$ cat config.mk
export PLATFORM = sky130hd
export DESIGN_NAME = ps2_mouse_pointer_tracker
export DESIGN_NICKNAME = d
export VERILOG_FILES = /design/src/rtl/core/ps2mt_pkg.sv /design/src/rtl/core/ps2mt_cfg.sv /design/src/rtl/core/ps2mt_scale.sv /design/src/rtl/core/ps2mt_track.sv /design/src/rtl/core/ps2_mouse_pointer_tracker.sv
export SDC_FILE = /design/constraint.sdc
export NUM_CORES = 1
export LEC_CHECK = 0
export BUFFER_PORTS_ARGS = -buffer_cell sky130_fd_sc_hd__buf_2
export CAP_MARGIN = 0
export CORE_MARGIN = 4
export CORE_UTILIZATION = 64
export CTS_CLUSTER_SIZE = 12
export DETAILED_ROUTE_END_ITERATION = 8
export MAX_ROUTING_LAYER = met4
export PLACE_DENSITY = 0.83
export SKIP_CTS_REPAIR_TIMING = 1
export SYNTH_ARGS = -nofsm -noshare
export SYNTH_HDL_FRONTEND = slang
export SYNTH_SLANG_ARGS = --single-unit
$ cat constraint.sdc
create_clock -name clk -period 11.77 [get_ports clk]
set_clock_uncertainty 0.05 [all_clocks]
set_input_delay 1.177 -clock clk [delete_from_list [all_inputs] [get_ports clk]]
set_output_delay 1.177 -clock clk [all_outputs]
set_load 0.03 [all_outputs]
$ cat src/rtl/core/ps2mt_pkg.sv
package ps2mt_pkg;

  // Fixed widths of the stream fields
  localparam int unsigned BYTE_W  = 8;
  localparam int unsigned COORD_W = 12;
  localparam int unsigned BTN_W   = 3;
  localparam int unsigned SENS_W  = 12;
  localparam int unsigned SCR_W   = 13;

  // Configuration port
  localparam int unsigned CFG_IDX_W  = 4;
  localparam int unsigned CFG_DATA_W = 13;

  localparam logic [CFG_IDX_W-1:0] REG_ENABLED       = 4'd0;
  localparam logic [CFG_IDX_W-1:0] REG_SENSITIVITY   = 4'd1;
  localparam logic [CFG_IDX_W-1:0] REG_SCREEN_WIDTH  = 4'd2;
  localparam logic [CFG_IDX_W-1:0] REG_SCREEN_HEIGHT = 4'd3;

  // Packet format
  localparam int unsigned PACKET_BYTES = 3;
  localparam int unsigned SYNC_BIT_POS = 3;

  // Sensitivity limits in 1/256 units
  localparam logic [SENS_W-1:0] SENS_MIN   = 12'd32;
  localparam logic [SENS_W-1:0] SENS_MAX   = 12'd2048;
  localparam logic [SENS_W-1:0] SENS_RESET = 12'd256;

  // Screen limits and reset values (stored as the largest coordinate)
  localparam logic [SCR_W-1:0]   SCREEN_MAX  = 13'd4096;
  localparam logic [COORD_W-1:0] X_TOP_RESET = 12'd319;
  localparam logic [COORD_W-1:0] Y_TOP_RESET = 12'd199;
  localparam logic [COORD_W-1:0] POS_X_RESET = 12'd160;
  localparam logic [COORD_W-1:0] POS_Y_RESET = 12'd100;

  // Scaled delta: |byte * 2048 / 256| <= 1024
  localparam int unsigned DELTA_W = 12;

  // Position inside a packet
  typedef enum logic [PACKET_BYTES-1:0] {
    POS_STATUS = 3'b001,
    POS_DX     = 3'b010,
    POS_DY     = 3'b100
  } pos_t;

  // Effective configuration, already limited to its legal range
  typedef struct packed {
    logic               enabled;
    logic [SENS_W-1:0]  sens;
    logic [COORD_W-1:0] x_top;
    logic [COORD_W-1:0] y_top;
  } cfg_t;

  // One result beat
  typedef struct packed {
    logic [COORD_W-1:0] pointer_x;
    logic [COORD_W-1:0] pointer_y;
    logic [BTN_W-1:0]   button_bits;
    logic               packet_done;
    logic               byte_dropped;
  } res_t;

endpackage

$ cat src/rtl/core/ps2mt_cfg.sv
module ps2mt_cfg (
  input  logic                                clk,
  input  logic                                rst_n,
  input  logic                                cfg_valid,
  output logic                                cfg_ready,
  input  logic [ps2mt_pkg::CFG_IDX_W-1:0]     cfg_index,
  input  logic [ps2mt_pkg::CFG_DATA_W-1:0]    cfg_data,
  output ps2mt_pkg::cfg_t                     cfg
);
  import ps2mt_pkg::*;

  logic               enabled_r;
  logic [SENS_W-1:0]  sens_r;
  logic [COORD_W-1:0] x_top_r;
  logic [COORD_W-1:0] y_top_r;

  logic [SENS_W-1:0]  sens_in;
  logic [SENS_W-1:0]  sens_lim;
  logic [SCR_W-1:0]   scr_in;
  logic [SCR_W-1:0]   scr_lim;
  logic [COORD_W-1:0] top_lim;

  assign cfg_ready = 1'b1;

  // Limit sensitivity to its legal range
  assign sens_in = cfg_data[SENS_W-1:0];
  always_comb begin
    if (sens_in < SENS_MIN) begin
      sens_lim = SENS_MIN;
    end else if (sens_in > SENS_MAX) begin
      sens_lim = SENS_MAX;
    end else begin
      sens_lim = sens_in;
    end
  end

  // Limit screen size and convert to the largest coordinate
  assign scr_in = cfg_data[SCR_W-1:0];
  always_comb begin
    if (scr_in == '0) begin
      scr_lim = SCR_W'(1);
    end else if (scr_in > SCREEN_MAX) begin
      scr_lim = SCREEN_MAX;
    end else begin
      scr_lim = scr_in;
    end
  end
  assign top_lim = COORD_W'(scr_lim - SCR_W'(1));

  // Register writes; unknown indexes are ignored
  always_ff @(posedge clk) begin
    if (!rst_n) begin
      enabled_r <= 1'b0;
      sens_r    <= SENS_RESET;
      x_top_r   <= X_TOP_RESET;
      y_top_r   <= Y_TOP_RESET;
    end else if (cfg_valid && cfg_ready) begin
      case (cfg_index)
        REG_ENABLED:       enabled_r <= cfg_data[0];
        REG_SENSITIVITY:   sens_r    <= sens_lim;
        REG_SCREEN_WIDTH:  x_top_r   <= top_lim;
        REG_SCREEN_HEIGHT: y_top_r   <= top_lim;
        default: ;
      endcase
    end
  end

  assign cfg.enabled = enabled_r;
  assign cfg.sens    = sens_r;
  assign cfg.x_top   = x_top_r;
  assign cfg.y_top   = y_top_r;

endmodule

$ cat src/rtl/core/ps2mt_scale.sv
module ps2mt_scale (
  input  logic [ps2mt_pkg::BYTE_W-1:0]         delta_byte,
  input  logic [ps2mt_pkg::SENS_W-1:0]         sens,
  output logic signed [ps2mt_pkg::DELTA_W-1:0] delta_scaled
);
  import ps2mt_pkg::*;

  localparam int unsigned PROD_W = BYTE_W + SENS_W + 1;

  logic signed [PROD_W-1:0] prod;
  logic signed [PROD_W-1:0] prod_adj;
  logic signed [PROD_W-1:0] quot;

  // Signed byte times unsigned sensitivity
  assign prod = PROD_W'($signed(delta_byte)) * $signed({1'b0, sens});

  // Divide by 256, truncating toward zero
  assign prod_adj = prod[PROD_W-1] ? (prod + PROD_W'(255)) : prod;
  assign quot     = prod_adj >>> 8;

  assign delta_scaled = quot[DELTA_W-1:0];

endmodule

$ cat src/rtl/core/ps2mt_track.sv
module ps2mt_track (
  input  logic                          clk,
  input  logic                          rst_n,
  input  ps2mt_pkg::cfg_t               cfg,
  input  logic                          fire,
  input  logic [ps2mt_pkg::BYTE_W-1:0]  rx_byte,
  output ps2mt_pkg::res_t               res
);
  import ps2mt_pkg::*;

  localparam int unsigned SUM_W = COORD_W + 2;

  pos_t                       pos_r, pos_nxt;
  logic [BTN_W-1:0]           status_r, status_nxt;
  logic [BYTE_W-1:0]          dx_r, dx_nxt;
  logic [COORD_W-1:0]         pos_x_r, pos_x_nxt;
  logic [COORD_W-1:0]         pos_y_r, pos_y_nxt;
  logic [BTN_W-1:0]           btn_r, btn_nxt;
  logic                       done;
  logic                       dropped;

  logic signed [DELTA_W-1:0]  dx_scaled;
  logic signed [DELTA_W-1:0]  dy_scaled;
  logic signed [SUM_W-1:0]    sum_x;
  logic signed [SUM_W-1:0]    sum_y;
  logic [COORD_W-1:0]         clamp_x;
  logic [COORD_W-1:0]         clamp_y;

  // Scale both deltas on the third byte with the sensitivity in force then
  ps2mt_scale u_scale_x (
    .delta_byte   (dx_r),
    .sens         (cfg.sens),
    .delta_scaled (dx_scaled)
  );

  ps2mt_scale u_scale_y (
    .delta_byte   (rx_byte),
    .sens         (cfg.sens),
    .delta_scaled (dy_scaled)
  );

  // Move and clamp both coordinates
  assign sum_x = $signed({2'b00, pos_x_r}) + SUM_W'(dx_scaled);
  assign sum_y = $signed({2'b00, pos_y_r}) - SUM_W'(dy_scaled);

  always_comb begin
    if (sum_x[SUM_W-1]) begin
      clamp_x = '0;
    end else if (sum_x[SUM_W-2:0] > {1'b0, cfg.x_top}) begin
      clamp_x = cfg.x_top;
    end else begin
      clamp_x = sum_x[COORD_W-1:0];
    end
    if (sum_y[SUM_W-1]) begin
      clamp_y = '0;
    end else if (sum_y[SUM_W-2:0] > {1'b0, cfg.y_top}) begin
      clamp_y = cfg.y_top;
    end else begin
      clamp_y = sum_y[COORD_W-1:0];
    end
  end

  // Packet assembly
  always_comb begin
    pos_nxt    = pos_r;
    status_nxt = status_r;
    dx_nxt     = dx_r;
    pos_x_nxt  = pos_x_r;
    pos_y_nxt  = pos_y_r;
    btn_nxt    = btn_r;
    done       = 1'b0;
    dropped    = 1'b0;
    if (!cfg.enabled) begin
      dropped = 1'b1;
    end else begin
      case (pos_r)
        POS_STATUS: begin
          if (!rx_byte[SYNC_BIT_POS]) begin
            dropped = 1'b1;
          end else begin
            status_nxt = rx_byte[BTN_W-1:0];
            pos_nxt    = POS_DX;
          end
        end
        POS_DX: begin
          dx_nxt  = rx_byte;
          pos_nxt = POS_DY;
        end
        POS_DY: begin
          pos_x_nxt = clamp_x;
          pos_y_nxt = clamp_y;
          btn_nxt   = status_r;
          pos_nxt   = POS_STATUS;
          done      = 1'b1;
        end
        default: begin
          pos_nxt = POS_STATUS;
        end
      endcase
    end
  end

  // Commit state when the beat is processed
  always_ff @(posedge clk) begin
    if (!rst_n) begin
      pos_r    <= POS_STATUS;
      status_r <= '0;
      dx_r     <= '0;
      pos_x_r  <= POS_X_RESET;
      pos_y_r  <= POS_Y_RESET;
      btn_r    <= '0;
    end else if (fire) begin
      pos_r    <= pos_nxt;
      status_r <= status_nxt;
      dx_r     <= dx_nxt;
      pos_x_r  <= pos_x_nxt;
      pos_y_r  <= pos_y_nxt;
      btn_r    <= btn_nxt;
    end
  end

  assign res.pointer_x    = pos_x_nxt;
  assign res.pointer_y    = pos_y_nxt;
  assign res.button_bits  = btn_nxt;
  assign res.packet_done  = done;
  assign res.byte_dropped = dropped;

  // A disabled device leaves the pointer and packet position untouched
  a_disabled_holds: assert property (@(posedge clk) disable iff (!rst_n)
    (fire && !cfg.enabled) |=> ($stable(pos_x_r) && $stable(pos_y_r) && $stable(pos_r)))
    else $error("pointer state moved while disabled");

  // A completed packet restarts at the status byte
  a_done_restarts: assert property (@(posedge clk) disable iff (!rst_n)
    (fire && res.packet_done) |=> (pos_r == POS_STATUS))
    else $error("packet position not restarted after completion");

  // A first byte without sync is dropped
  a_sync_drop: assert property (@(posedge clk) disable iff (!rst_n)
    (fire && (pos_r == POS_STATUS) && !rx_byte[SYNC_BIT_POS]) |-> res.byte_dropped)
    else $error("unsynced first byte not dropped");

endmodule

$ cat src/rtl/core/ps2_mouse_pointer_tracker.sv
// Channel | Direction | Beat content
// in_     | in        | tdata[7:0] rx_byte
// out_    | out       | tdata pointer_x, pointer_y, button_bits; tuser packet_done,
//         |           | byte_dropped
// cfg_    | in        | cfg_index register, cfg_data value
//
// One byte per cycle while out_ is not stalled: a byte waits in the input
// register, where the scaler and clamp update the pointer, and then moves on
// to the result register that drives out_. Reset (rst_n low, synchronous)
// restores the register defaults and the pointer at (160, 100). A stalled
// out_ port holds its beat; in_ keeps accepting as long as the input register
// can drain.
module ps2_mouse_pointer_tracker (
  input  logic                                   clk,
  input  logic                                   rst_n,
  input  logic                                   in_tvalid,
  output logic                                   in_tready,
  input  logic [7:0]                             in_tdata,   // [7:0] rx_byte
  output logic                                   out_tvalid,
  input  logic                                   out_tready,
  // [11:0] pointer_x, [23:12] pointer_y, [26:24] button_bits, [31:27] zero
  output logic [31:0]                            out_tdata,
  output logic [1:0]                             out_tuser,  // [0] packet_done, [1] byte_dropped
  input  logic                                   cfg_valid,
  output logic                                   cfg_ready,
  input  logic [ps2mt_pkg::CFG_IDX_W-1:0]        cfg_index,
  input  logic [ps2mt_pkg::CFG_DATA_W-1:0]       cfg_data
);
  import ps2mt_pkg::*;

  localparam int unsigned DATA_BITS = 2 * COORD_W + BTN_W;

  cfg_t              cfg;
  res_t              res;
  logic              s1_valid_r;
  logic [BYTE_W-1:0] s1_byte_r;
  logic              adv;
  logic              fire;
  logic              out_valid_r;
  res_t              out_res_r;

  ps2mt_cfg u_cfg (
    .clk       (clk),
    .rst_n     (rst_n),
    .cfg_valid (cfg_valid),
    .cfg_ready (cfg_ready),
    .cfg_index (cfg_index),
    .cfg_data  (cfg_data),
    .cfg       (cfg)
  );

  // Stage handshake: the result register frees up or is empty
  assign adv       = !out_valid_r || out_tready;
  assign fire      = s1_valid_r && adv;
  assign in_tready = !s1_valid_r || adv;

  // Input register
  always_ff @(posedge clk) begin
    if (!rst_n) begin
      s1_valid_r <= 1'b0;
    end else if (in_tvalid && in_tready) begin
      s1_valid_r <= 1'b1;
    end else if (fire) begin
      s1_valid_r <= 1'b0;
    end
  end

  always_ff @(posedge clk) begin
    if (in_tvalid && in_tready) begin
      s1_byte_r <= in_tdata[BYTE_W-1:0];
    end
  end

  ps2mt_track u_track (
    .clk     (clk),
    .rst_n   (rst_n),
    .cfg     (cfg),
    .fire    (fire),
    .rx_byte (s1_byte_r),
    .res     (res)
  );

  // Result register
  always_ff @(posedge clk) begin
    if (!rst_n) begin
      out_valid_r <= 1'b0;
    end else if (adv) begin
      out_valid_r <= s1_valid_r;
    end
  end

  always_ff @(posedge clk) begin
    if (fire) begin
      out_res_r <= res;
    end
  end

  assign out_tvalid = out_valid_r;
  assign out_tdata  = {(32 - DATA_BITS)'(0), out_res_r.button_bits,
                       out_res_r.pointer_y, out_res_r.pointer_x};
  assign out_tuser  = {out_res_r.byte_dropped, out_res_r.packet_done};

endmodule

==> results.sh, run 1 <==
export IMPL_clock_latency_ps=440
export IMPL_area_growth_syn_to_layout_pct=7.24
export IMPL_synthAdderAreaFrac_pct=31.8
export IMPL_yosysWarnings=0
export IMPL_synth_top_area_cell="fa_1"
export IMPL_synth_top_family_by_area="adder cells"
export IMPL_drive_above_1_share_pct=7.79
export IMPL_drt_wl_total_mm=33.6
export IMPL_synthSimpleGateAreaFrac_pct=19.0
export IMPL_synth_xor_area_share_pct=4.48
export IMPL_fin_nets=1939
export IMPL_clkTransAtPathRegs_ps=70
export IMPL_clk_path_buf_depth=2
export IMPL_core_sq_um=21200
export IMPL_grt_pass1_wl_mm=56.0
export IMPL_crit_path_end_kind="register"
export IMPL_drt_initial_drc_count=845
export IMPL_cp_arrival_ps=10010
export IMPL_final_cell_area_sq_um=14900
export IMPL_worst_path_buf_inv=4
export IMPL_period_share_pct=84.2
export IMPL_start_util_pct=65.5
export IMPL_slew_headroom_pct=38.8
export IMPL_post_route_min_period_ps=9910
export IMPL_synthTopCellsByCount="inv_1, ha_1, nand2_1"
export IMPL_synth_most_common_cell="inv_1"
export IMPL_ys_seq_area_share_pct=19.6
export IMPL_timing_fmax_mhz=101
export IMPL_synth_area_per_cell_sq_um=8.61
export IMPL_power_density_nw_per_um2=89.1
export IMPL_grt_pass1_vias=11495
export IMPL_h_tree_depth=4
export IMPL_synthMuxAreaShare_pct=3.36
export IMPL_gr_total_overflow=0
export IMPL_critPathKind="register to register"
export IMPL_die_x_um=155
export IMPL_dieArea_sq_um=24100
export IMPL_io_buffer_count=60
export IMPL_worst_slew_pin_slew_ps=916
export IMPL_placed_area_sq_um=14300
export IMPL_critPathTopFamily="adder cells"
export IMPL_startpoint_type="register"
export IMPL_cellLeakagePower_nw=7.21
export IMPL_crit_required_ps=11870
export IMPL_cts_buffers=17
export IMPL_grt_max_degree=40
export IMPL_crit_fanout=13
export IMPL_cap_violations=0
export IMPL_gp_congestion=1.00
export IMPL_ys_flop_type="dfxtp_1"
export IMPL_rsz0062_at_grt="no"
export IMPL_antenna_left=0
export IMPL_grt_util_all_layers_pct=29.3
export IMPL_syn_inst=1611
export IMPL_crit_path_max_incr_delay_ps=680
export IMPL_clockRootBuffer="clkbuf_16"
export IMPL_route_detailed_wl_per_inst_um=17.5
export IMPL_drt_pass1_iter_count=5
export IMPL_peakVddDrop_mv=0.109
export IMPL_synth_compound_area_share_pct=13.4
export IMPL_io_pins=67
export IMPL_cts_sinks=117
export IMPL_status="complete, no violations"
export IMPL_synth_cell_types=78
export IMPL_synthTopCellsByArea="fa_1, ha_1, dfxtp_1"
export IMPL_syn_area_sq_um=13900
export IMPL_cts_tree="built"
export IMPL_synth_edf_count=37
export IMPL_drc=0
export IMPL_critPathMostFrequentCell="fa_1"
export IMPL_setup_violations_final=0
export IMPL_finalHoldViolCount=0
export IMPL_drv_slew=0
export IMPL_via_per_inst=5.95
export IMPL_fp_dieH_um=155
export IMPL_slowest_stage="edfxtp_1"
export IMPL_num_rows=53
export IMPL_ys_ff_latch=117
export IMPL_synthArstFlopShare_pct=0
export IMPL_tns_ps=0
export IMPL_hold_class="register to register"
export IMPL_dp_hpwl_mm=25.8
export IMPL_via_count=11428
export IMPL_yosysTopAreaCellShare_pct=17.9
export IMPL_antenna_found_initial=1
-- layout make-up --
cell class                 count  area (sq um)
inverter                     229           860
clock inverter                15           155
timing repair buffer          66           345
fill                        1631          6290
multi-input combinational   1200         10000
sequential                   117          2710
tap                          275           344
clock buffer                  17           425
antenna                        1          2.50
-- placed cells by master, fill, tap and decap left out, types with 60 or more instances in the layout --
cell,n
a21oi_1,73
and2_1,132
buf_2,60
dfxtp_1,80
fa_1,124
ha_1,154
inv_1,225
nand2_1,154
nor2_1,111
-- path summary, 6_finish.rpt --
| check | from | endpoint | slack, ps | cells after the start |
|---|---|---|---|---|
| worst max-delay path | s1_byte_r[5] | out_tdata[12] | 1860 | 35 |
| worst min-delay path | u_track.pos_y_r[0] | u_track.pos_y_r[0] | 410 | 2 |
| worst max register to register | s1_byte_r[5] | out_tdata[12] | 1860 | 35 |
| worst min register to register | u_track.pos_y_r[0] | u_track.pos_y_r[0] | 410 | 2 |
-- metrics by stage --
step,hold WS [ps],utilization [%],instances,total power [mW],worst slack [ps]
after floorplan,380,-,1615,0.711,3350
after global placement,387,67.5,1887,0.782,2330
after detailed placement,401,67.5,1887,0.796,2140
after CTS,408,70.3,1919,1.32,2030
after global routing,448,70.3,1920,1.38,1110
final,406,70.3,1920,1.33,1860
-- cells by family after synthesis --
group	count (synthesis)
multiplexers	46
flip-flops	117
buffers and inverters	298
XOR/XNOR	70
other	2
AND/OR/NAND/NOR	524
adder cells (fa/ha/maj)	278
AO/OA/AOI/OAI	276
-- routing by layer --
layer	up-vias	GRT usage (%)	wire length, um
met5	-	-	0
met4	0	9.71	1180
met3	98	4.09	1890
met2	424	49.7	16600
met1	5519	36.2	13900
li1	5387	-	-
-- flip-flops by register name, summed over array words and instances, names as in the netlist --
signal / cells
out_tdata: 27
u_cfg.sens_r: 12
u_cfg.x_top_r: 12
u_cfg.y_top_r: 12
u_track.pos_x_r: 12
u_track.pos_y_r: 12
s1_byte_r: 8
u_track.dx_r: 8
u_track.btn_r: 3
u_track.pos_r: 3
u_track.status_r: 3
out_tuser: 2
out_tvalid: 1
s1_valid_r: 1
u_cfg.enabled_r: 1
-- report_power, final --
part / leakage [nW] / internal, mW / total [mW] / switching (mW)
combinational: 5.95 / 0.145 / 0.366 / 0.221
clock: 0.280 / 0.312 / 0.526 / 0.214
sequential: 0.985 / 0.423 / 0.433 / 0.0104
total: 7.21 / 0.880 / 1.33 / 0.445
-- worst min-delay path, delay by kind of cell (launching register included) --
kind               cells  cell delay [ps]
and+or+nand+nor        1               50
AOI/OAI and AO/OA      1               50
DFF                    1              310
Note: power is estimated with default switching activity, not from simulation.
==> run 2: changes to the inputs <==
--- a/config.mk
+++ b/config.mk
@@ -8,11 +8,11 @@
 export BUFFER_PORTS_ARGS = -buffer_cell sky130_fd_sc_hd__buf_2
 export CAP_MARGIN = 0
 export CORE_MARGIN = 4
-export CORE_UTILIZATION = 64
+export CORE_UTILIZATION = 58
 export CTS_CLUSTER_SIZE = 12
 export DETAILED_ROUTE_END_ITERATION = 8
 export MAX_ROUTING_LAYER = met4
-export PLACE_DENSITY = 0.83
+export PLACE_DENSITY = 0.79
 export SKIP_CTS_REPAIR_TIMING = 1
 export SYNTH_ARGS = -nofsm -noshare
 export SYNTH_HDL_FRONTEND = slang
==> constraint.sdc (replaced) <==
create_clock -name clk -period 8.7 [get_ports clk]
set_clock_uncertainty 0.05 [all_clocks]
set_input_delay 0.87 -clock clk [delete_from_list [all_inputs] [get_ports clk]]
set_output_delay 0.87 -clock clk [all_outputs]
set_load 0.03 [all_outputs]
==> run 2 against run 1 <==
The flow now finishes with violations (negative setup slack). Worst hold slack better by 23 ps. Sequential power grew 33%. Non-clock buffer count grew 100.
==> results.sh, run 2 (synthesized netlist as in run 1, its figures left out) <==
export IMPL_startpoint_type="register"
export IMPL_period_share_pct=100
export IMPL_clock_latency_ps=430
export IMPL_crit_path_end_kind="register"
export IMPL_peakVddDrop_mv=0.124
export IMPL_crit_required_ps=8800
export IMPL_cp_arrival_ps=8820
export IMPL_clk_path_buf_depth=2
export IMPL_critPathMostFrequentCell="fa_1"
export IMPL_timing_fmax_mhz=115
export IMPL_violations="negative setup slack"
export IMPL_hold_class="register to register"
export IMPL_nFillCells=1703
export IMPL_drive_above_1_share_pct=18.8
export IMPL_slowest_stage="fa_1"
export IMPL_via_count=12132
export IMPL_slew_headroom_pct=32.5
export IMPL_cap_violations=0
export IMPL_crit_fanout=9
export IMPL_status="finished with violations"
export IMPL_drt_met1_wl_mm=15.1
export IMPL_die_x_um=163
export IMPL_final_util_pct=69.9
export IMPL_final_common_cell="inv_1"
export IMPL_cts_buffers=17
export IMPL_io_pins=67
export IMPL_setup_ws_ps=-19.9
export IMPL_cts_sinks=117
export IMPL_dieArea_sq_um=26400
export IMPL_drt_initial_drc_count=950
export IMPL_final_cell_area_sq_um=16400
export IMPL_post_route_min_period_ps=8720
export IMPL_grt_util_all_layers_pct=27.6
export IMPL_critPathKind="register to register"
export IMPL_gr_total_overflow=0
export IMPL_fin_nets=2039
export IMPL_antenna_left=0
export IMPL_drt_wl_total_mm=38.0
export IMPL_io_buffer_count=60
export IMPL_largest_reg_flops=27
export IMPL_placed_area_sq_um=14700
export IMPL_area_growth_syn_to_layout_pct=18.3
export IMPL_r2r_setup_slack_ps=-20
export IMPL_h_tree_depth=4
export IMPL_start_util_pct=59.1
export IMPL_dr_wl_met3_mm=2.10
export IMPL_core_sq_um=23500
export IMPL_drv_slew=0
export IMPL_power_density_nw_per_um2=121
export IMPL_fp_dieH_um=163
export IMPL_multiInputGateArea_sq_um=10700
export IMPL_dp_hpwl_mm=26.9
export IMPL_crit_path_max_incr_delay_ps=560
export IMPL_clockRootBuffer="clkbuf_16"
export IMPL_grt_pass1_wl_mm=58.1
export IMPL_via_per_inst=5.88
export IMPL_regArea_sq_um=2750
export IMPL_num_rows=56
export IMPL_cts_tree="built"
export IMPL_drt_pass1_iter_count=7
export IMPL_grt_pass1_vias=11879
export IMPL_drc=0
export IMPL_highest_layer="met4"
export IMPL_num_antenna_cells=0
export IMPL_layout_common_cells="inv_1, nand2_1, ha_1"
export IMPL_finalHoldViolCount=0
export IMPL_route_detailed_wl_per_inst_um=18.4
export IMPL_antenna_found_initial=0
export IMPL_gp_congestion=0.945
export IMPL_grt_max_degree=60
export IMPL_met2WireLength_mm=19.2
export IMPL_clkTransAtPathRegs_ps=70
export IMPL_setup_violations_final=3
export IMPL_cellLeakagePower_nw=7.88
export IMPL_worst_slew_pin_slew_ps=1010
==> run 2: final timing paths <==
kind                                          start             endpoint  cells past startpoint
worst max-delay path                u_cfg.sens_r[5]         out_tdata[7]                     34
worst min register to register  u_track.pos_y_r[11]  u_track.pos_y_r[11]                      2
worst min-delay path            u_track.pos_y_r[11]  u_track.pos_y_r[11]                      2
worst max register to register      u_cfg.sens_r[5]         out_tdata[7]                     34
==> run 2: cell type report <==
| type | instances | share of cell area, % |
|---|---|---|
| clock buffer | 18 | 2.62 |
| inverter | 229 | 5.26 |
| sequential | 117 | 16.8 |
| clock inverter | 14 | 1.09 |
| timing repair buffer | 166 | 6.86 |
| multi-input combinational | 1200 | 65.0 |
| tap | 319 | 2.43 |
==> run 2: metrics by stage <==
stage               std cells  TNS (ps)  setup WS, ps  power, mW  hold slack [ps]
global placement         1974         0          57.7       1.08              394
finish                   2063     -47.8         -19.9       1.98              430
floorplan                1615         0           284      0.961              380
detailed placement       1974     -2340          -201       1.10              420
CTS                      2006     -5590          -309       1.83              427
global route             2063    -11780          -356       2.06              444
==> run 2: per-layer routing <==
metal  global-route usage, %  vias up
met3                    3.29      138
met5                       -        -
met2                    46.9      520
met1                    34.0     5872
li1                        -     5602
met4                    10.3        0
==> run 2: report_power, final <==
group          switching [mW]  internal (mW)  leakage [nW]
registers             0.00842          0.570         0.993
clock network           0.287          0.454         0.292
logic                   0.379          0.285          6.59
==> run 2: critical path, delay by kind of cell (launching register included) <==
family	cells	cell delay (ps)
and+or+nand+nor	10	1600
DFF	1	380
buffers and inverters	2	390
muxes	3	990
adders and majority gates	7	3150
xor gates and xnor gates	1	190
AOI/OAI and AO/OA	11	1660
